File: src/design/esp_pkg.sv
`timescale 1ns / 1ps

package esp_pkg;

    localparam int COORD_WIDTH = 12;
    localparam int ERR_WIDTH   = COORD_WIDTH + 2;
    localparam int CNT_WIDTH   = COORD_WIDTH + 2;
    localparam int PADDR_WIDTH = 4;
    localparam int PDATA_WIDTH = 32;

    // runaway guard on the number of error steps per query
    localparam logic [CNT_WIDTH-1:0] STEP_LIMIT = CNT_WIDTH'((2 << COORD_WIDTH) + 4);

    typedef logic [COORD_WIDTH-1:0] coord_t;

    localparam logic FUNC_RESTART = 1'b0;
    localparam logic FUNC_QUERY   = 1'b1;

    localparam logic [1:0] REG_START_X = 2'd0;
    localparam logic [1:0] REG_START_Y = 2'd1;
    localparam logic [1:0] REG_END_X   = 2'd2;
    localparam logic [1:0] REG_END_Y   = 2'd3;

    typedef enum logic [1:0] {
        PH_INIT  = 2'd0,
        PH_FIRST = 2'd1,
        PH_MID   = 2'd2,
        PH_LAST  = 2'd3
    } edge_phase_t;

    localparam logic [1:0] SPAN_FIRST = 2'd0;
    localparam logic [1:0] SPAN_MID   = 2'd1;
    localparam logic [1:0] SPAN_LAST  = 2'd2;

    typedef struct packed {
        logic restart;
        logic start_q;
        logic step;
        logic load_out;
    } cmd_t;

    typedef struct packed {
        logic in_range;
        logic done;
    } status_t;

endpackage

File: src/design/esp_dpath.sv
`timescale 1ns / 1ps

module esp_dpath
    import esp_pkg::*;
(
    input  logic       clk,
    input  logic       rst_n,
    input  cmd_t       cmd,
    output status_t    stat,
    input  coord_t     start_x,
    input  coord_t     start_y,
    input  coord_t     end_x,
    input  coord_t     end_y,
    input  coord_t     scan_row,
    output coord_t     span_row,
    output coord_t     span_left,
    output coord_t     span_right,
    output logic [1:0] span_phase
);

    coord_t                      cur_x_reg, cur_x_next;
    coord_t                      cur_y_reg, cur_y_next;
    coord_t                      goal_x_reg, goal_x_next;
    coord_t                      goal_y_reg, goal_y_next;
    coord_t                      delta_x_reg, delta_x_next;
    coord_t                      delta_y_reg, delta_y_next;
    logic signed [ERR_WIDTH-1:0] err_reg, err_next;
    logic                        step_x_neg_reg, step_x_neg_next;
    logic                        step_y_neg_reg, step_y_neg_next;
    edge_phase_t                 phase_reg, phase_next;
    logic [CNT_WIDTH-1:0]        cnt_reg, cnt_next;
    coord_t                      row_reg, row_next;
    coord_t                      first_x_reg, first_x_next;
    coord_t                      last_x_reg, last_x_next;

    coord_t                      out_row_reg, out_left_reg, out_right_reg;
    logic [1:0]                  out_phase_reg;

    // restart setup
    logic                        sx_lt, sy_lt;
    coord_t                      rs_dx, rs_dy;
    logic signed [ERR_WIDTH-1:0] rs_err;

    // one error step
    logic signed [ERR_WIDTH-1:0] dx_s, dy_s, err_a, err_b;
    logic                        at_end, y_go, x_go;
    coord_t                      x_new, y_new;
    logic [CNT_WIDTH-1:0]        cnt_inc;
    logic                        done;
    logic [1:0]                  phase_code;

    assign sx_lt  = start_x < end_x;
    assign sy_lt  = start_y < end_y;
    assign rs_dx  = sx_lt ? (end_x - start_x) : (start_x - end_x);
    assign rs_dy  = sy_lt ? (end_y - start_y) : (start_y - end_y);
    assign rs_err = (rs_dx > rs_dy) ? $signed(ERR_WIDTH'(rs_dx >> 1))
                                    : -$signed(ERR_WIDTH'(rs_dy >> 1));

    assign dx_s   = $signed(ERR_WIDTH'(delta_x_reg));
    assign dy_s   = $signed(ERR_WIDTH'(delta_y_reg));
    assign at_end = (cur_x_reg == goal_x_reg) && (cur_y_reg == goal_y_reg);
    assign y_go   = err_reg < dy_s;
    assign x_go   = err_reg > -dx_s;
    assign err_a  = y_go ? (err_reg + dx_s) : err_reg;
    assign err_b  = x_go ? (err_a - dy_s) : err_a;
    assign y_new  = !y_go ? cur_y_reg :
                    (step_y_neg_reg ? (cur_y_reg - 1'b1) : (cur_y_reg + 1'b1));
    assign x_new  = !x_go ? cur_x_reg :
                    (step_x_neg_reg ? (cur_x_reg - 1'b1) : (cur_x_reg + 1'b1));
    assign cnt_inc = cnt_reg + 1'b1;
    assign done    = at_end || (y_new != row_reg) || (cnt_inc == STEP_LIMIT);

    assign stat.in_range = (scan_row >= cur_y_reg) && (scan_row <= goal_y_reg);
    assign stat.done     = done;

    always_comb
    begin
        unique case (phase_reg)
            PH_LAST:  phase_code = SPAN_LAST;
            PH_FIRST: phase_code = SPAN_FIRST;
            default:  phase_code = SPAN_MID;
        endcase
    end

    always_comb
    begin
        cur_x_next      = cur_x_reg;
        cur_y_next      = cur_y_reg;
        goal_x_next     = goal_x_reg;
        goal_y_next     = goal_y_reg;
        delta_x_next    = delta_x_reg;
        delta_y_next    = delta_y_reg;
        err_next        = err_reg;
        step_x_neg_next = step_x_neg_reg;
        step_y_neg_next = step_y_neg_reg;
        phase_next      = phase_reg;
        cnt_next        = cnt_reg;
        row_next        = row_reg;
        first_x_next    = first_x_reg;
        last_x_next     = last_x_reg;

        if (cmd.restart)
        begin
            goal_x_next     = end_x;
            goal_y_next     = end_y;
            cur_x_next      = start_x;
            cur_y_next      = start_y;
            delta_x_next    = rs_dx;
            delta_y_next    = rs_dy;
            step_x_neg_next = !sx_lt;
            step_y_neg_next = !sy_lt;
            err_next        = rs_err;
            phase_next      = PH_INIT;
        end

        if (cmd.start_q)
        begin
            row_next     = cur_y_reg;
            first_x_next = cur_x_reg;
            last_x_next  = cur_x_reg;
            cnt_next     = '0;
        end

        if (cmd.step)
        begin
            if (!at_end)
            begin
                err_next   = err_b;
                cur_x_next = x_new;
                cur_y_next = y_new;
                cnt_next   = cnt_inc;
                if (x_go && (y_new == row_reg))
                begin
                    last_x_next = x_new;
                end
            end
            if (done)
            begin
                if (at_end)
                begin
                    phase_next = PH_LAST;
                end
                else if (phase_reg == PH_INIT)
                begin
                    phase_next = PH_FIRST;
                end
                else
                begin
                    phase_next = PH_MID;
                end
            end
        end
    end

    always_ff @(posedge clk or negedge rst_n)
    begin
        if (!rst_n)
        begin
            cur_x_reg      <= '0;
            cur_y_reg      <= '0;
            goal_x_reg     <= '0;
            goal_y_reg     <= '0;
            delta_x_reg    <= '0;
            delta_y_reg    <= '0;
            err_reg        <= '0;
            step_x_neg_reg <= 1'b1;
            step_y_neg_reg <= 1'b1;
            phase_reg      <= PH_INIT;
            cnt_reg        <= '0;
            row_reg        <= '0;
            first_x_reg    <= '0;
            last_x_reg     <= '0;
        end
        else
        begin
            cur_x_reg      <= cur_x_next;
            cur_y_reg      <= cur_y_next;
            goal_x_reg     <= goal_x_next;
            goal_y_reg     <= goal_y_next;
            delta_x_reg    <= delta_x_next;
            delta_y_reg    <= delta_y_next;
            err_reg        <= err_next;
            step_x_neg_reg <= step_x_neg_next;
            step_y_neg_reg <= step_y_neg_next;
            phase_reg      <= phase_next;
            cnt_reg        <= cnt_next;
            row_reg        <= row_next;
            first_x_reg    <= first_x_next;
            last_x_reg     <= last_x_next;
        end
    end

    // result register, payload only
    always_ff @(posedge clk)
    begin
        if (cmd.load_out)
        begin
            out_row_reg   <= row_reg;
            out_left_reg  <= (first_x_reg < last_x_reg) ? first_x_reg : last_x_reg;
            out_right_reg <= (first_x_reg < last_x_reg) ? last_x_reg : first_x_reg;
            out_phase_reg <= phase_code;
        end
    end

    assign span_row   = out_row_reg;
    assign span_left  = out_left_reg;
    assign span_right = out_right_reg;
    assign span_phase = out_phase_reg;

endmodule
File: config.mk
export PLATFORM = sky130hd
export DESIGN_NAME = esp_dpath
export DESIGN_NICKNAME = d
export VERILOG_FILES = /design/src/design/esp_pkg.sv /design/src/design/esp_dpath.sv
export SDC_FILE = /design/constraint.sdc
export NUM_CORES = 1
export LEC_CHECK = 0
export BUFFER_PORTS_ARGS = -buffer_cell sky130_fd_sc_hd__buf_2
export CAP_MARGIN = 20
export CORE_ASPECT_RATIO = 0.9
export CORE_MARGIN = 5
export CORE_UTILIZATION = 62
export CTS_BUF_LIST = sky130_fd_sc_hd__clkbuf_2
export DETAILED_ROUTE_END_ITERATION = 16
export GPL_ROUTABILITY_DRIVEN = 1
export PLACE_DENSITY = 0.81
export SLEW_MARGIN = 20
export SYNTH_ARGS = -nofsm -noshare
export SYNTH_HDL_FRONTEND = slang
export SYNTH_SLANG_ARGS = --single-unit
export TNS_END_PERCENT = 1
File: constraint.sdc
create_clock -name clk -period 4.8 [get_ports clk]
set_input_delay 0.72 -clock clk [delete_from_list [all_inputs] [get_ports clk]]
set_output_delay 0.72 -clock clk [all_outputs]
set_load 0.005 [all_outputs]
==> results.toml <==
[synth]
muxShareOfSynthArea_pct = 5.91
seq_area_frac_synth_pct = 29.4
yosys_most_used_dff = "dfrtp_1"
synth_seq_cells = 178
synthArstFlopShare_pct = 78.7
synth_edf_count = 38
ys_warn_count = 0
synth_cell_type_count = 91
yosysTopAreaCell = "dfrtp_1"
synth_fp_nets = 2069
yosys.area_share.simple_pct = 15.6
synth_top_cell_area_share_pct = 21.8
avgSynthCellArea_um2 = 8.65
synth_top_family_by_area = "compound AO/OA/AOI/OAI gates"
postSynthCellCount = 1830
synthAdderAreaFrac_pct = 14.1
syn_area_mm2 = 0.0158
synth_xor_area_share_pct = 6.08
synth_area_leaders = "dfrtp_1, ha_1, edfxtp_1"
synth_compound_area_share_pct = 23.0

[cells_and_area]
multi_input_area_mm2 = 0.0104
register_area_mm2 = 0.00465
drive_above_1_share_pct = 16.9
fin_nets = 2213
syn_to_final_growth_pct = 12.1
n_fill_cell = 2038
instances_no_fill = 2330

[routing]
routed_wirelength_mm = 48.2
drcViolationCount = 0
ant_nets = 0
vias = 15000
wl_met2_mm = 20.9
wl_met1_mm = 21.2
detail_route.vias_per_cell = 6.45
route.met3.wl_mm = 4.96
dr.pass1.iters = 10
routedWlPerCell_um = 20.7
dr.max_layer_used = "met4"
drtIter0Drc = 1674

[timing]
setup_viol = 0
fin_crit_ns = 4.73
slew_headroom_pct = 28.2
rsz0062_at_grt = "true"
slew_violations = 0
fmax_mhz = 212
worst_pin_slew_ns = 1.08
skew_ns = 0.0364
fin_crit_sh_pct = 98.5
finalHoldViolations = 0

[power_and_ir_drop]
p_seq_share_pct = 22.3
pwr-share-comb_pct = 70.0
pwr_density_cell_mw_per_mm2 = 709
p_sw_share_pct = 49.9
power_w = 0.0126
intPower_w = 0.00630
clock_power_share_pct = 7.7
p_switching_w = 0.00627
ir_worst_vdd_mv = 0.471
power_leakage_nw = 8.30

[outcome]
status = "finished, final reports clean"

[grt]
grt_pass1_wl_mm = 76.5
antenna_found_initial = 1
grt_max_degree = 85
grt.overflow.total = 0
grt_pass1_vias = 14300
grt_usage_pct = 33.1

[worst_setup_path]
path_buf_inv = 2
critPathKind = "reg -> out"
cp.arrival_ns = 4.01
path_max_fanout = 8
startpoint_type = "flop"
critPathMaxStageDelay_ns = 0.60
crit_family = "compound AO/OA/AOI/OAI gates"
worstSetupEndpointType = "output pin"
slowest_stage = "dfstp_2"
cp.required_ns = 4.08
crit_chain = "buf_12 -> ha_4 -> a211oi_4 -> o21ai_2 -> a21oi_2 -> xor2_2 -> xnor2_2 -> o41ai_4 -> or4b_4 -> or2_4 -> buf_6"

[clocking]
cts_buffer_depth = 2
cts-root-buf = "clkbuf_2"
cts_made_buffers = 17
path_clk_slew_ns = 0.28
clock_sinks = 178
cts_tree = "done"
htree_levels = 4
clkLatencyLatePin_ns = 0.83

[placement]
numPortBuffers = 105
dpl.cell_count = 2282
dp_hpwl_mm = 36.4
gp_congestion = 1.03

[flow_run]
cap_violations = 0

[die]
top_level_ports = 106
chipWidth_um = 178
core_area_mm2 = 0.0252
placementRows = 55
die_h_um = 162
dieArea_mm2 = 0.0288
initial_utilization_pct = 62.9

[worst_hold_path]
min_path_type = "in -> reg"
## repair_timing
item | in CTS | in global routing
pin swaps | 4 | 10
setup buffers | 10 | 4
endpoints found under the setup margin | 1 | 2
gates resized for setup | 15 | 21
endpoints found under the hold margin | 81 | 0
hold buffers | 1 | 0
## routing by layer
metal  vias up  GRT usage, %
li1       6961             -
met2       792          49.5
met5         -             0
met3        77          6.39
met4         0          8.27
met1      7188          49.5
## power by group through the flow
stage	Clock, W	Sequential (W)	Combinational, W
2_1_floorplan	0	0.00266	0.00588
3_3_place_gp	0	0.00281	0.00789
3_5_place_dp	0	0.00283	0.00811
4_1_cts	0.000968	0.00279	0.00839
5_1_grt	0.00103	0.00288	0.00964
6_report	0.000967	0.00281	0.00880
## Yosys cell counts, types with 9 or more instances
cell type,n
ha_1,165
inv_1,160
nand2_1,156
dfrtp_1,138
a21oi_1,116
nor2_1,112
o21ai_0,102
clkbuf_1,69
xnor2_1,63
o211ai_1,59
mux2i_1,47
a21o_1,45
xor2_1,45
nand3_1,43
nor3_1,42
mux2_2,39
edfxtp_1,38
nor2b_1,23
and3_1,19
nand4_1,19
nor3b_1,18
o21a_1,17
a211oi_1,15
a32o_1,15
a31oi_1,14
nand2b_1,14
o22ai_1,13
o31ai_1,13
or3_1,13
a22oi_1,12
a211o_1,10
a221oi_1,10
nor4_1,10
o311a_1,10
buf_2,9
## placed cells by master (no fill, tap or decap), drive strengths merged, types with 41 or more instances in the layout
cell type and n:
a21o 45, a21oi 117, buf 208, dfrtp 138, ha 165, inv 166
mux2 41, mux2i 47, nand2 156, nand3 43, nor2 113, nor3 44
o211ai 60, o21ai 107, xnor2 64, xor2 45
## area by class of cell
| cell class | instances | area share, % |
|---|---|---|
| multi-input combinational | 1408 | 58.8 |
| sequential | 178 | 26.2 |
| timing repair buffer | 209 | 7.57 |
| inverter | 160 | 3.38 |
| tap | 342 | 2.41 |
| clock inverter | 14 | 1.14 |
| clock buffer | 18 | 0.508 |
| antenna | 1 | 0.0141 |
## worst reg2reg max path: cells and delay by family (launching register included)
family / cells / cell delay, ns
compound gates: 10 / 2.11
simple gates: 2 / 0.21
xor+xnor: 1 / 0.15
flops: 1 / 0.43
buf+inv: 4 / 0.52
mux: 1 / 0.22
fa+ha+maj: 3 / 0.92
## path summary, 6_finish.rpt
path	start	to	slack (ns)	depth (start not counted)
max in group asynchronous	rst_n	step_x_neg_reg	3.32	3
setup / recovery	step_y_neg_reg	stat[0]	0.07	11
min in group asynchronous	rst_n	delta_x_reg[3]	0.47	2
hold / removal	end_y[6]	goal_y_reg[6]	0.13	3
hold reg to reg	row_reg[0]	span_row[0]	0.54	0
setup reg to reg	delta_y_reg[11]	err_reg[12]	0.16	21
## stage by stage
stage                     utilization (%)  area [µm²]  setup slack [ns]  hold WS (ns)  TNS, ns
after floorplan                         -       15800             0.166         0.424        0
after global placement               68.0       17100            0.0945         0.474        0
after detailed placement             68.0       17100           -0.0829         0.464   -0.110
after CTS                            69.9       17600           0.00761        0.0780        0
after global routing                 70.4       17700           -0.0702        0.0760   -0.132
final                                70.4       17700            0.0730         0.129        0
## kinds of logic (layout without fill, tap and decap cells)
logic type,Yosys count,count (layout)
compound gates,532,532
xor+xnor,109,109
fa+ha+maj,173,173
buf+inv,244,401
flops,178,178
mux,88,88
other cells,0,1
simple gates,506,506
(Power assumes the default switching activity.)
