File: src/design/esp_pkg.sv
`timescale 1ns / 1ps

package esp_pkg;

    localparam int COORD_WIDTH = 12;
    localparam int ERR_WIDTH   = COORD_WIDTH + 2;
    localparam int CNT_WIDTH   = COORD_WIDTH + 2;
    localparam int PADDR_WIDTH = 4;
    localparam int PDATA_WIDTH = 32;

    // runaway guard on the number of error steps per query
    localparam logic [CNT_WIDTH-1:0] STEP_LIMIT = CNT_WIDTH'((2 << COORD_WIDTH) + 4);

    typedef logic [COORD_WIDTH-1:0] coord_t;

    localparam logic FUNC_RESTART = 1'b0;
    localparam logic FUNC_QUERY   = 1'b1;

    localparam logic [1:0] REG_START_X = 2'd0;
    localparam logic [1:0] REG_START_Y = 2'd1;
    localparam logic [1:0] REG_END_X   = 2'd2;
    localparam logic [1:0] REG_END_Y   = 2'd3;

    typedef enum logic [1:0] {
        PH_INIT  = 2'd0,
        PH_FIRST = 2'd1,
        PH_MID   = 2'd2,
        PH_LAST  = 2'd3
    } edge_phase_t;

    localparam logic [1:0] SPAN_FIRST = 2'd0;
    localparam logic [1:0] SPAN_MID   = 2'd1;
    localparam logic [1:0] SPAN_LAST  = 2'd2;

    typedef struct packed {
        logic restart;
        logic start_q;
        logic step;
        logic load_out;
    } cmd_t;

    typedef struct packed {
        logic in_range;
        logic done;
    } status_t;

endpackage

File: src/design/esp_ctrl.sv
`timescale 1ns / 1ps

module esp_ctrl
    import esp_pkg::*;
(
    input  logic    clk,
    input  logic    rst_n,
    input  logic    in_valid,
    input  logic    in_func,
    output logic    in_ready,
    input  status_t stat,
    input  logic    out_ready,
    output logic    out_valid,
    output cmd_t    cmd
);

    typedef enum logic [1:0] {
        S_IDLE,
        S_STEP,
        S_LOAD
    } state_t;

    state_t state_reg, state_next;
    logic   out_valid_reg, out_valid_next;
    logic   in_fire;
    logic   out_free;

    assign in_ready  = (state_reg == S_IDLE);
    assign in_fire   = in_valid && in_ready;
    assign out_valid = out_valid_reg;
    assign out_free  = !out_valid_reg || out_ready;

    always_comb
    begin
        state_next     = state_reg;
        out_valid_next = out_valid_reg && !out_ready;
        cmd            = '0;
        unique case (state_reg)
            S_IDLE:
            begin
                if (in_fire)
                begin
                    if (in_func == FUNC_RESTART)
                    begin
                        cmd.restart = 1'b1;
                    end
                    else if (stat.in_range)
                    begin
                        cmd.start_q = 1'b1;
                        state_next  = S_STEP;
                    end
                end
            end
            S_STEP:
            begin
                cmd.step = 1'b1;
                if (stat.done)
                begin
                    state_next = S_LOAD;
                end
            end
            S_LOAD:
            begin
                // wait until the output register is empty or drains this cycle
                if (out_free)
                begin
                    cmd.load_out   = 1'b1;
                    out_valid_next = 1'b1;
                    state_next     = S_IDLE;
                end
            end
            default:
            begin
                state_next = S_IDLE;
            end
        endcase
    end

    always_ff @(posedge clk or negedge rst_n)
    begin
        if (!rst_n)
        begin
            state_reg     <= S_IDLE;
            out_valid_reg <= 1'b0;
        end
        else
        begin
            state_reg     <= state_next;
            out_valid_reg <= out_valid_next;
        end
    end

endmodule

File: config.mk
export PLATFORM = sky130hd
export DESIGN_NAME = esp_ctrl
export DESIGN_NICKNAME = d
export VERILOG_FILES = /design/src/design/esp_pkg.sv /design/src/design/esp_ctrl.sv
export SDC_FILE = /design/constraint.sdc
export NUM_CORES = 1
export LEC_CHECK = 0
export ABC_AREA = 1
export ABC_CLOCK_PERIOD_IN_PS = 800
export BUFFER_PORTS_ARGS = -buffer_cell sky130_fd_sc_hd__buf_2
export CAP_MARGIN = 20
export CORE_AREA = 2 2 39 41
export DETAILED_ROUTE_END_ITERATION = 8
export DIE_AREA = 0 0 41 43
export GPL_TIMING_DRIVEN = 0
export PLACE_DENSITY = 0.34
export SYNTH_ARGS = -nofsm -noshare
export SYNTH_HDL_FRONTEND = slang
export SYNTH_SLANG_ARGS = --single-unit
File: constraint.sdc
create_clock -name clk -period 0.8 [get_ports clk]
set_input_delay 0.12 -clock clk [delete_from_list [all_inputs] [get_ports clk]]
set_output_delay 0.12 -clock clk [all_outputs]
set_load 0.02 [all_outputs]
==> summary.md, run 1 <==
| Metric | Value |
|---|---|
| Crit path kind | `flip-flop to output port` |
| Largest area contributor in the netlist | `dfrtp_1` |
| Cells taking the most area after synthesis | `dfrtp_1, nand2_1, inv_1, nor2_1, nor2_2` |
| Max reg flops | `2` |
| DRT iter0 DRCs | `0` |
| Initial antenna violation count | `0` |
| Post-DRT Antenna Nets | `0` |
| Via density | `roughly 3.5` |
| Hpwl dp | `roughly 320 µm` |
| Top cell type's share of synthesized area | `between 40% and 50%` |
| Count leader, synth | `nand2_1` |
| Die height | `~43 µm` |
| Avg WL per Cell | `~7.3 µm` |
| Buffer levels on the longest clock path | `2` |
| Root Buffer | `clkbuf_4` |
| Antenna Cells | `0` |
| Tcrit/Tclk final | `149.1%` |
| Lkg Pwr | `0.1924 nW` |
| Seq/Total Area, Yosys | `between 40% and 50%` |
| Slew headroom | `88.57%` |
| Worst path cell trace | `nor2_4 > nand2_2 > nor2_4 > buf_6` |
| Synth warn | `0` |
| Worst-Margin Slew | `approximately 170 ps` |
| Max-slew violation count | `0` |
| Drc violations | `0` |
| Largest stage delay, worst path | `~430 ps` |
| Core Region | `roughly 1400 µm²` |
| DR pass1 iterations | `1` |
| Post-synth EDFFs | `0` |
| First-pass GRT wire length | `~630 µm` |
| Max IR drop VDD | `between 0.8 and 0.9 mV` |
| Top cells by count, synth | `nand2_1, inv_1, nor2_1` |
| Clock sinks | `3` |
| HP Class | `input port to flip-flop` |
| Clock latency on the worst-skew pair | `approximately 240 ps` |
| Post-route setup slack | `-392.8 ps` |
| Setup Skew | `3.396 ps` |
| Die ar. | `around 1800 µm²` |
| Setup violators final | `9` |
| Finished layout cell area | `about 360 µm²` |
| Max Cap Violations | `0` |
| Crit path DAT | `around 1100 ps` |
| Total wire length | `445 µm` |
| Clk slew on worst S/H paths | `about 40 ps` |
| Flops & latches, synth | `3` |
| Share of post-route cells with drive strength above 1 | `66.67%` |
| Port Buffers | `12` |
| Synthesized cell area | `165.2 µm²` |
| Post-DP Area | `270.3 µm²` |
| Nets | `53` |
| CP most frequent cell | `nor2_4` |
| Total gr overflow | `0` |
| Req. time, crit path | `roughly 700 ps` |
| RD Place Congestion | `~0.55` |
| Asr flop ratio synth | `100.0%` |
| Fmax | `around 840 MHz` |
| Startpoint Class | `flip-flop` |
| Period minus WS final | `roughly 1200 ps` |
| PwrDens | `approximately 1800 nW/µm²` |
| Starting Density | `a little under an eighth` |
| IO Pins | `13` |
| Gate Count Post-Synth | `26` |
| H-tree depth | `1` |
| Hold Fails Final Rpt | `0` |
| Total power | `~0.00064 W` |
| Outcome | `complete, but fails checks` |
| Largest net degree at the start of global routing | `4` |
| Failing checks | `negative setup slack` |
| Crit-path max FO | `3` |
| Worst path slowest cell | `dfrtp_2` |
| Vias in the first global route | `about 190` |
| Ys flop type | `dfrtp_1` |
| Num CTS Buffers | `3` |
| Layout area overhead | `120.5%` |
| Syn nets | `33` |
| Total global-route track usage | `around 6%` |
| Critical Path Sink Type | `output port` |
| Synth unique cells | `6` |
| Syn avg cell area | `6.352 µm²` |
| Die width | `41 µm` |
| CTS tree | `yes` |
| Row cnt | `14` |
| Vias | `212` |
| Unrepaired setup endpoints after global routing | `yes` |
path summary, 6_finish.rpt:
kind | from | end | slack [ps] | cells after the start
max | state_reg[1] | cmd[3] | -390 | 4
min reg2reg | out_valid | out_valid | 550 | 2
min in group asynchronous | rst_n | state_reg[0] | 210 | 2
max reg2reg | state_reg[1] | out_valid | -90 | 5
min | out_ready | out_valid | 90 | 2
max in group asynchronous | rst_n | state_reg[1] | 470 | 2
cell usage in the layout, fill, tap and decap left out:
| master | n |
|---|---|
| nor2_4 | 3 |
| clkbuf_4 | 3 |
| dfrtp_2 | 1 |
| nand2_2 | 3 |
| o21ai_1 | 1 |
| nor2_2 | 3 |
| nor2_1 | 1 |
| buf_4 | 2 |
| buf_6 | 5 |
| inv_1 | 4 |
| dlygate4sd3_1 | 1 |
| dfrtp_1 | 2 |
| nand2_1 | 5 |
| clkbuf_1 | 1 |
| inv_2 | 3 |
| buf_2 | 7 |
power by group:
part | switching (W) | total [W] | internal [W]
clock | 0.0000886 | 0.000276 | 0.000188
sequential | 0.0000144 | 0.000181 | 0.000167
combinational | 0.0000994 | 0.000184 | 0.0000851
logic make-up (layout without fill, tap and decap cells):
kind of cell,after synthesis,count (layout),synth area share [%]
AOI/OAI and AO/OA,1,1,3.027
and+or+nand+nor,15,15,35.61
buffers and inverters,7,26,15.91
DFF,3,3,45.45
per-layer routing:
| layer | vias up | track usage (%) | share of wire (%) |
|---|---|---|---|
| li1 | 111 | - | - |
| met1 | 86 | 6.494 | 46 |
| met2 | 15 | 7.500 | 37 |
| met3 | 0 | 7.853 | 17 |
| met4 | 0 | 0 | 0 |
| met5 | - | 0 | 0 |
repair_timing:
action / 4_1_cts / 5_1_grt
hold buffers: 1 / 0
resized for setup: 16 / 2
hold endpoints to repair: 3 / 0
pin swaps: 5 / 1
buffers inserted: 2 / 0
setup endpoints to repair: 8 / 9
critical path, delay by kind of cell, from the launching register on:
kind / cells / cell delay [ps]
buffers and inverters: 1 / 110
AND/OR/NAND/NOR: 3 / 290
flip-flops: 1 / 430
per-stage QoR:
| stage | TNS [ps] | util, % | hold WS [ps] | setup slack [ps] | cells |
|---|---|---|---|---|---|
| detailed placement | -758.9 | 19.53 | -80.73 | -263.6 | 54 |
| floorplan | -569.3 | - | -175.6 | -167.3 | 26 |
| finish | -2010 | 26.31 | 87.08 | -392.8 | 61 |
| global route | -2488 | 26.31 | 94.67 | -454.6 | 61 |
| global placement | -740.0 | 19.53 | -80.01 | -264.9 | 54 |
| CTS | -2146 | 26.22 | 83.36 | -410.8 | 61 |
layout make-up:
| type | instances | area, µm² |
|---|---|---|
| timing repair buffer | 15 | 116.4 |
| sequential | 3 | 76.32 |
| tap | 16 | 20.02 |
| fill | 159 | 1020 |
| clock buffer | 4 | 26.28 |
| multi-input combinational | 16 | 98.84 |
| inverter | 7 | 26.28 |
Note: power is estimated with default switching activity, not from simulation.
==> inputs of run 2 (changes only) <==
--- a/config.mk
+++ b/config.mk
@@ -9,11 +9,14 @@
 export ABC_CLOCK_PERIOD_IN_PS = 800
 export BUFFER_PORTS_ARGS = -buffer_cell sky130_fd_sc_hd__buf_2
 export CAP_MARGIN = 20
+export CELL_PAD_IN_SITES_DETAIL_PLACEMENT = 0
+export CELL_PAD_IN_SITES_GLOBAL_PLACEMENT = 2
 export CORE_AREA = 2 2 39 41
+export CTS_BUF_LIST = sky130_fd_sc_hd__clkbuf_16
 export DETAILED_ROUTE_END_ITERATION = 8
 export DIE_AREA = 0 0 41 43
 export GPL_TIMING_DRIVEN = 0
-export PLACE_DENSITY = 0.34
+export PLACE_DENSITY = 0.61
 export SYNTH_ARGS = -nofsm -noshare
 export SYNTH_HDL_FRONTEND = slang
 export SYNTH_SLANG_ARGS = --single-unit
==> summary.md, run 2 (synthesis results as in run 1) <==
| Metric | Value |
|---|---|
| Critical Path Sink Type | `output port` |
| R2r worst-path depth | `5 (unchanged)` |
| Die ar. | `1763 µm² (unchanged)` |
| Worst-Margin Slew | `163.3 ps (-8.195 ps)` |
| Worst hold start | `out_ready` |
| Total global-route track usage | `6.942% (+1.0 points)` |
| Hold Fails Final Rpt | `0 (unchanged)` |
| Die height | `43 µm (unchanged)` |
| Die width | `41 µm (unchanged)` |
| Crit-path max FO | `3 (unchanged)` |
| Num CTS Buffers | `3 (unchanged)` |
| Vias in the first global route | `174 (-7.0%)` |
| Clock sinks | `3 (unchanged)` |
| Reg2reg setup slack | `-140 ps (-50 ps)` |
| Max Cap Violations | `0 (unchanged)` |
| Port Buffers | `12 (unchanged)` |
| DRT iter0 DRCs | `0 (unchanged)` |
| DR pass1 iterations | `1 (unchanged)` |
| Sequential group share of total power | `15.6% (-13 points)` |
| Outcome | `complete, but fails checks` |
| Period minus WS final | `1206 ps (+13.01 ps)` |
| Setup violators final | `8 (-1)` |
| Reg-to-Reg End | `state_reg[1]` |
| Lkg Pwr | `0.2300 nW (+20%)` |
| RR Startpoint | `state_reg[1]` |
| Hpwl dp | `322.5 µm (+1.1%)` |
| Initial antenna violation count | `0 (unchanged)` |
| WHS Path Cells | `2 (unchanged)` |
| Net Sw Frac | `22.15% (-9.4 points)` |
| Fmax | `829.4 MHz (-1.1%)` |
| Comb power frac | `18.8% (-9.9 points)` |
| Vias | `227 (+7.1%)` |
| Antenna Cells | `0 (unchanged)` |
| Slew headroom | `89.10% (+0.53 points)` |
| Clk network pwr share | `65.7% (+23 points)` |
| Setup Skew | `1.573 ps (-1.822 ps)` |
| Largest stage delay, worst path | `430 ps (about the same)` |
| Total wire length | `498 µm (+12%)` |
| Worst path cell trace | `nor2_4 > nand2_2 > nor2_4 > buf_6` |
| Max-slew violation count | `0 (unchanged)` |
| Tcrit/Tclk final | `150.7% (+1.6 points)` |
| Finished layout cell area | `446.7 µm² (+23%)` |
| Req. time, crit path | `680 ps (about the same)` |
| Unrepaired setup endpoints after global routing | `yes` |
| First-pass GRT wire length | `724 µm (+14%)` |
| Drc violations | `0 (unchanged)` |
| Share of post-route cells with drive strength above 1 | `71.74% (+5.1 points)` |
| Fill cells | `150 (-5.7%)` |
| Nets | `54 (+1.9%)` |
| HP Class | `input port to flip-flop` |
| Largest net degree at the start of global routing | `4 (unchanged)` |
| Root Buffer | `clkbuf_16` |
| RD Place Congestion | `0.5540 (about the same)` |
| Post-DRT Antenna Nets | `0 (unchanged)` |
| Startpoint Class | `flip-flop` |
| PwrDens | `2646 nW/µm² (+50%)` |
| Total gr overflow | `0 (unchanged)` |
| Row cnt | `14 (unchanged)` |
| Worst path slowest cell | `dfrtp_2` |
| Crit path kind | `flip-flop to output port` |
| CP most frequent cell | `nor2_4` |
| Via density | `3.661 (+5.3%)` |
| Crit path DAT | `1090 ps (+20 ps)` |
| Post-route setup slack | `-405.8 ps (-13.01 ps)` |
| IO Pins | `13 (unchanged)` |
| Max reg flops | `2 (unchanged)` |
| Clock latency on the worst-skew pair | `220 ps (-20 ps)` |
| Place WS | `-268.8 ps (-5.264 ps)` |
| Layout area overhead | `170.5%` |
| Hold Path End | `out_valid` |
| Net Sw Power | `0.0002618 W (+29%)` |
| Internal power | `0.0009200 W (+110%)` |
| Post-DP Area | `270.3 µm² (unchanged)` |
| Clk slew on worst S/H paths | `30 ps (about the same)` |
| Avg WL per Cell | `8.032 µm (+10%)` |
| H-tree depth | `1 (unchanged)` |
| CTS tree | `yes` |
| Failing checks | `negative setup slack` |
| Most frequent cells in the layout | `buf_2, buf_6, nor2_4, inv_1, nand2_1` |
| Buffer levels on the longest clock path | `2 (unchanged)` |
| Starting Density | `11.93% (unchanged)` |
| Max IR drop VDD | `2.036 mV (+150%)` |
| Core Region | `1384 µm² (unchanged)` |
[run 2: cell count changes in the layout (fill, tap and decap cells not counted), sizes merged]
cell    change
inv         +1
buf         +1
clkbuf      -1
[run 2: power by group through the flow]
stage	combinational (W)	clock (W)	sequential, W
detailed placement	0.000142	0	0.000181
global placement	0.000144	0	0.000181
floorplan	0.0000831	0	0.000187
CTS	0.000191	0.000787	0.000180
finish	0.000222	0.000776	0.000184
global route	0.000240	0.000825	0.000186
[run 2: critical path, delay by kind of cell (launching register included)]
family,cells,cell delay (ps)
buf+inv,1,110
simple gates,3,320
flops,1,430
[run 2: worst max-delay path by stage]
stage / startpoint / slack [ps] / to
2_1_floorplan: state_reg[0] / -170 / cmd[3]
3_3_place_gp: state_reg[1] / -260 / cmd[0]
3_5_place_dp: state_reg[1] / -270 / cmd[0]
4_1_cts: state_reg[0] / -390 / cmd[0]
5_1_grt: state_reg[0] / -460 / cmd[3]
6_report: state_reg[0] / -410 / cmd[3]
[run 2: per-layer routing]
| layer | vias up | track usage [%] | share of wire (%) |
|---|---|---|---|
| met3 | 0 | 9.424 | 16 |
| met4 | 0 | 0 | 0 |
| met1 | 97 | 8.091 | 44 |
| met2 | 15 | 8.125 | 40 |
| li1 | 115 | - | - |
| met5 | - | 0 | 0 |
[run 2: timing repair]
item	CTS	global route
endpoints found under the hold margin	3	0
resized for setup	15	9
buffers inserted	1	2
setup endpoints to repair	7	9
pin swaps	5	5
hold buffers	1	0
[run 2: cell type report]
| class | count | area, µm² | share of cell area [%] |
|---|---|---|---|
| repair buffers | 16 | 131.4 | 29.41 |
| multi-input cells | 16 | 112.6 | 25.21 |
| flip-flops and latches | 3 | 77.57 | 17.37 |
| clock buffers | 3 | 75.07 | 16.81 |
| inverters | 7 | 26.28 | 5.882 |
| well taps | 16 | 20.02 | 4.482 |
| clock inverters | 1 | 3.754 | 0.8403 |
[run 2: metrics by stage]
stage	power [W]	utilization, %	hold slack [ps]	instances	TNS (ps)
6_report	0.001182	32.28	102.1	62	-2113
5_1_grt	0.001251	32.28	115.0	62	-2468
3_5_place_dp	0.0003231	19.53	-81.15	54	-757.4
2_1_floorplan	0.0002702	-	-175.6	26	-569.3
4_1_cts	0.001158	29.66	134.4	60	-1869
3_3_place_gp	0.0003253	19.53	-82.01	54	-741.7
==> inputs of run 3 (changes only) <==
--- a/config.mk
+++ b/config.mk
@@ -5,7 +5,6 @@
 export SDC_FILE = /design/constraint.sdc
 export NUM_CORES = 1
 export LEC_CHECK = 0
-export ABC_AREA = 1
 export ABC_CLOCK_PERIOD_IN_PS = 800
 export BUFFER_PORTS_ARGS = -buffer_cell sky130_fd_sc_hd__buf_2
 export CAP_MARGIN = 20
@@ -16,7 +15,7 @@
 export DETAILED_ROUTE_END_ITERATION = 8
 export DIE_AREA = 0 0 41 43
 export GPL_TIMING_DRIVEN = 0
-export PLACE_DENSITY = 0.61
+export PLACE_DENSITY = 0.54
 export SYNTH_ARGS = -nofsm -noshare
 export SYNTH_HDL_FRONTEND = slang
 export SYNTH_SLANG_ARGS = --single-unit
==> summary.md, run 3 <==
| Metric | Value |
|---|---|
| Port Buffers | `12 (unchanged)` |
| Cells taking the most area after synthesis | `dfrtp_1, nand2b_1, nor2b_1, nor2_1, nand4b_1` |
| Unrepaired setup endpoints after global routing | `yes` |
| Asr flop ratio synth | `100.0% (unchanged)` |
| Post-Route Utilization | `30.29% (-2.0 points)` |
| First-pass GRT wire length | `765 µm (+5.7%)` |
| DR pass1 iterations | `1 (unchanged)` |
| Reg2reg setup slack | `-130 ps (about the same)` |
| Outcome | `complete, but fails checks` |
| R2r worst-path depth | `3 (-2)` |
| RR Startpoint | `state_reg[0]` |
| Flops & latches, synth | `3 (unchanged)` |
| Initial antenna violation count | `0 (unchanged)` |
| Via density | `3.846 (+5.0%)` |
| Adder-cell share of the synthesized area | `0% (unchanged)` |
| Finished layout cell area | `419.2 µm² (-6.2%)` |
| Total negative slack | `-2795 ps (-682.3 ps)` |
| Buffer and inverter count on the worst path | `1 (unchanged)` |
| IO Pins | `13 (unchanged)` |
| Req. time, crit path | `680 ps (about the same)` |
| Max Cap Violations | `0 (unchanged)` |
| WHS Path Cells | `2 (unchanged)` |
| Drc violations | `0 (unchanged)` |
| Num CTS Buffers | `3 (unchanged)` |
| Tcrit/Tclk final | `176.8% (+26 points)` |
| Core Region | `1384 µm² (unchanged)` |
| PwrDens | `2769 nW/µm² (+4.7%)` |
| Row cnt | `14 (unchanged)` |
| Starting Density | `11.30% (-0.63 points)` |
| Post-DRT Antenna Nets | `0 (unchanged)` |
| Period minus WS final | `1414 ps (+208.3 ps)` |
| Share of post-route cells with drive strength above 1 | `69.44% (-2.3 points)` |
| Avg WL per Cell | `11.15 µm (+39%)` |
| Die width | `41 µm (unchanged)` |
| Hold Fails Final Rpt | `0 (unchanged)` |
| Total gr overflow | `0 (unchanged)` |
| Die ar. | `1763 µm² (unchanged)` |
| Vias in the first global route | `199 (+14%)` |
| Internal power | `0.0009179 W (-0.23%)` |
| Hold Path End | `state_reg[1]` |
| Largest family of logic cells by synthesized area | `simple AND/OR/NAND/NOR gates` |
| Largest area contributor in the netlist | `dfrtp_1` |
| Syn nets | `24 (-27%)` |
| Nets | `44 (-19%)` |
| Total global-route track usage | `7.021% (+0.079 points)` |
| Crit path DAT | `1290 ps (+200 ps)` |
| Layout area overhead | `168.0%` |
| Crit-path max FO | `5 (+2)` |
| Clk slew on worst S/H paths | `30 ps (about the same)` |
| Sequential cell area | `75.07 µm² (-3.2%)` |
| Mux contribution to synthesized area | `0% (unchanged)` |
| Multi-input gate area in the final layout | `126.4 µm² (+12%)` |
| Crit path kind | `flip-flop to output port` |
| Buffer levels on the longest clock path | `2 (unchanged)` |
| Max IR drop VDD | `0.5345 mV (-74%)` |
| Startpoint Class | `flip-flop` |
| Die height | `43 µm (unchanged)` |
| Top cell type's share of synthesized area | `48.00% (+2.5 points)` |
| Reg-to-Reg End | `state_reg[1]` |
| Synth warn | `0 (unchanged)` |
| Setup Skew | `0.7663 ps (-0.8071 ps)` |
| Failing checks | `negative setup slack` |
| Post-route setup slack | `-614.0 ps (-208.3 ps)` |
| Worst path cell trace | `or3b_4 > nor2_4 > buf_6` |
| Max reg flops | `2 (unchanged)` |
| HP Class | `input port to flip-flop` |
| Seq/Total Area, Yosys | `48.00% (+2.5 points)` |
| Vias | `200 (-12%)` |
| Synth unique cells | `9 (+3)` |
| Lkg Pwr | `0.2025 nW (-12%)` |
| Xor and xnor area share after synthesis | `0% (unchanged)` |
| Setup violators final | `9 (+1)` |
| Net Sw Power | `0.0002429 W (-7.2%)` |
| Total wire length | `580 µm (+16%)` |
| Top cells by count, synth | `dfrtp_1, nand2b_1, nor2_1` |
| Fill cells | `141 (-6.0%)` |
| DRT iter0 DRCs | `0 (unchanged)` |
| Net Sw Frac | `20.92% (-1.2 points)` |
| Post-Synth Simple-Gate Area | `43.20% (+7.6 points)` |
| Max-slew violation count | `0 (unchanged)` |
| Synthesized cell area | `156.4 µm² (-5.3%)` |
| Most common cell after layout, fill and taps aside | `buf_2` |
| Syn avg cell area | `9.200 µm² (+45%)` |
| Post-synth EDFFs | `0 (unchanged)` |
| CTS tree | `yes` |
| H-tree depth | `1 (unchanged)` |
| Worst hold start | `stat[0]` |
| Worst-Margin Slew | `187.7 ps (+24.40 ps)` |
| Post-synthesis compound-gate area fraction | `8.800% (+5.8 points)` |
| Clock sinks | `3 (unchanged)` |
| Largest net degree at the start of global routing | `7 (+3)` |
| RD Place Congestion | `0.5083 (-8.2%)` |
| Sequential group share of total power | `15.5% (about the same)` |
| Fmax | `707.2 MHz (-15%)` |
| Gate Count Post-Synth | `17 (-35%)` |
| Ys flop type | `dfrtp_1` |
| Comb power frac | `17.8% (-1.0 points)` |
| Root Buffer | `clkbuf_16` |
| Antenna Cells | `0 (unchanged)` |
| Largest stage delay, worst path | `430 ps (about the same)` |
| Worst path slowest cell | `dfrtp_1` |
| Clk network pwr share | `66.7% (+1.0 points)` |
| Slew headroom | `87.49% (-1.6 points)` |
| Clock latency on the worst-skew pair | `220 ps (about the same)` |
| Cell family with the largest share of critical-path delay | `simple AND/OR/NAND/NOR gates` |
| Post-DP Area | `264.0 µm² (-2.3%)` |
| Most frequent cells in the layout | `buf_2, buf_6, clkbuf_16, dfrtp_1, buf_4` |
| Critical Path Sink Type | `output port` |
==> run 3: power by group through the flow <==
stage          Sequential [W]  Clock, W  Combinational [W]
4_1_cts              0.000179  0.000786           0.000178
2_1_floorplan        0.000186         0          0.0000854
5_1_grt              0.000181  0.000805           0.000221
3_5_place_dp         0.000181         0           0.000143
6_report             0.000180  0.000775           0.000206
3_3_place_gp         0.000180         0           0.000142
==> run 3: what timing repair did <==
item                                   in CTS  in global routing
resized for setup                           8                  7
pin swaps                                   1                  0
hold buffers                                1                  0
endpoints found under the hold margin       3                  0
setup endpoints to repair                   9                  9
buffers inserted                            1                  1
==> run 3: layout make-up <==
cell class	instances	share of cell area, %
Multi-Input combinational cell	14	30.15
Clock buffer	3	17.91
Timing Repair Buffer	15	28.36
Sequential cell	3	17.91
Tap cell	16	4.776
Clock inverter	1	0.8955
==> run 3: worst max path at each step <==
| stage | startpoint | to | slack (ps) | depth (start not counted) |
|---|---|---|---|---|
| 2_1_floorplan | state_reg[0] | cmd[2] | -290 | 2 |
| 3_3_place_gp | state_reg[0] | cmd[3] | -400 | 3 |
| 3_5_place_dp | state_reg[0] | cmd[2] | -420 | 3 |
| 4_1_cts | state_reg[0] | cmd[2] | -600 | 3 |
| 5_1_grt | state_reg[0] | cmd[2] | -640 | 3 |
| 6_report | state_reg[0] | cmd[2] | -610 | 3 |
==> run 3: kinds of logic after synthesis <==
kind of cell,after synthesis
flops,3
simple gates,12
compound gates,2
==> run 3: worst reg2reg max path, cell delays in order (launching register included) <==
cell,delay [ps]
dfrtp_1,430
buf_4,160
nand2b_4,150
o2bb2ai_2,110
==> run 3: layer usage <==
metal  up-vias  global-route usage, %  wire [µm]  share of wire, %
li1         99                      -          -                 -
met1        88                  8.654        241                42
met2        13                  8.750        270                47
met3         0                  3.141         68                12
met4         0                  6.000          0                 0
met5         -                      0          0                 0
==> run 3: stage by stage <==
step	cells	setup WS [ps]	power, W	hold WS (ps)
finish	52	-614.0	0.001161	130.6
global route	52	-636.2	0.001207	136.2
CTS	51	-603.7	0.001144	138.2
detailed placement	45	-417.1	0.0003247	-77.01
global placement	45	-401.7	0.0003220	-82.80
floorplan	17	-289.2	0.0002712	-175.6
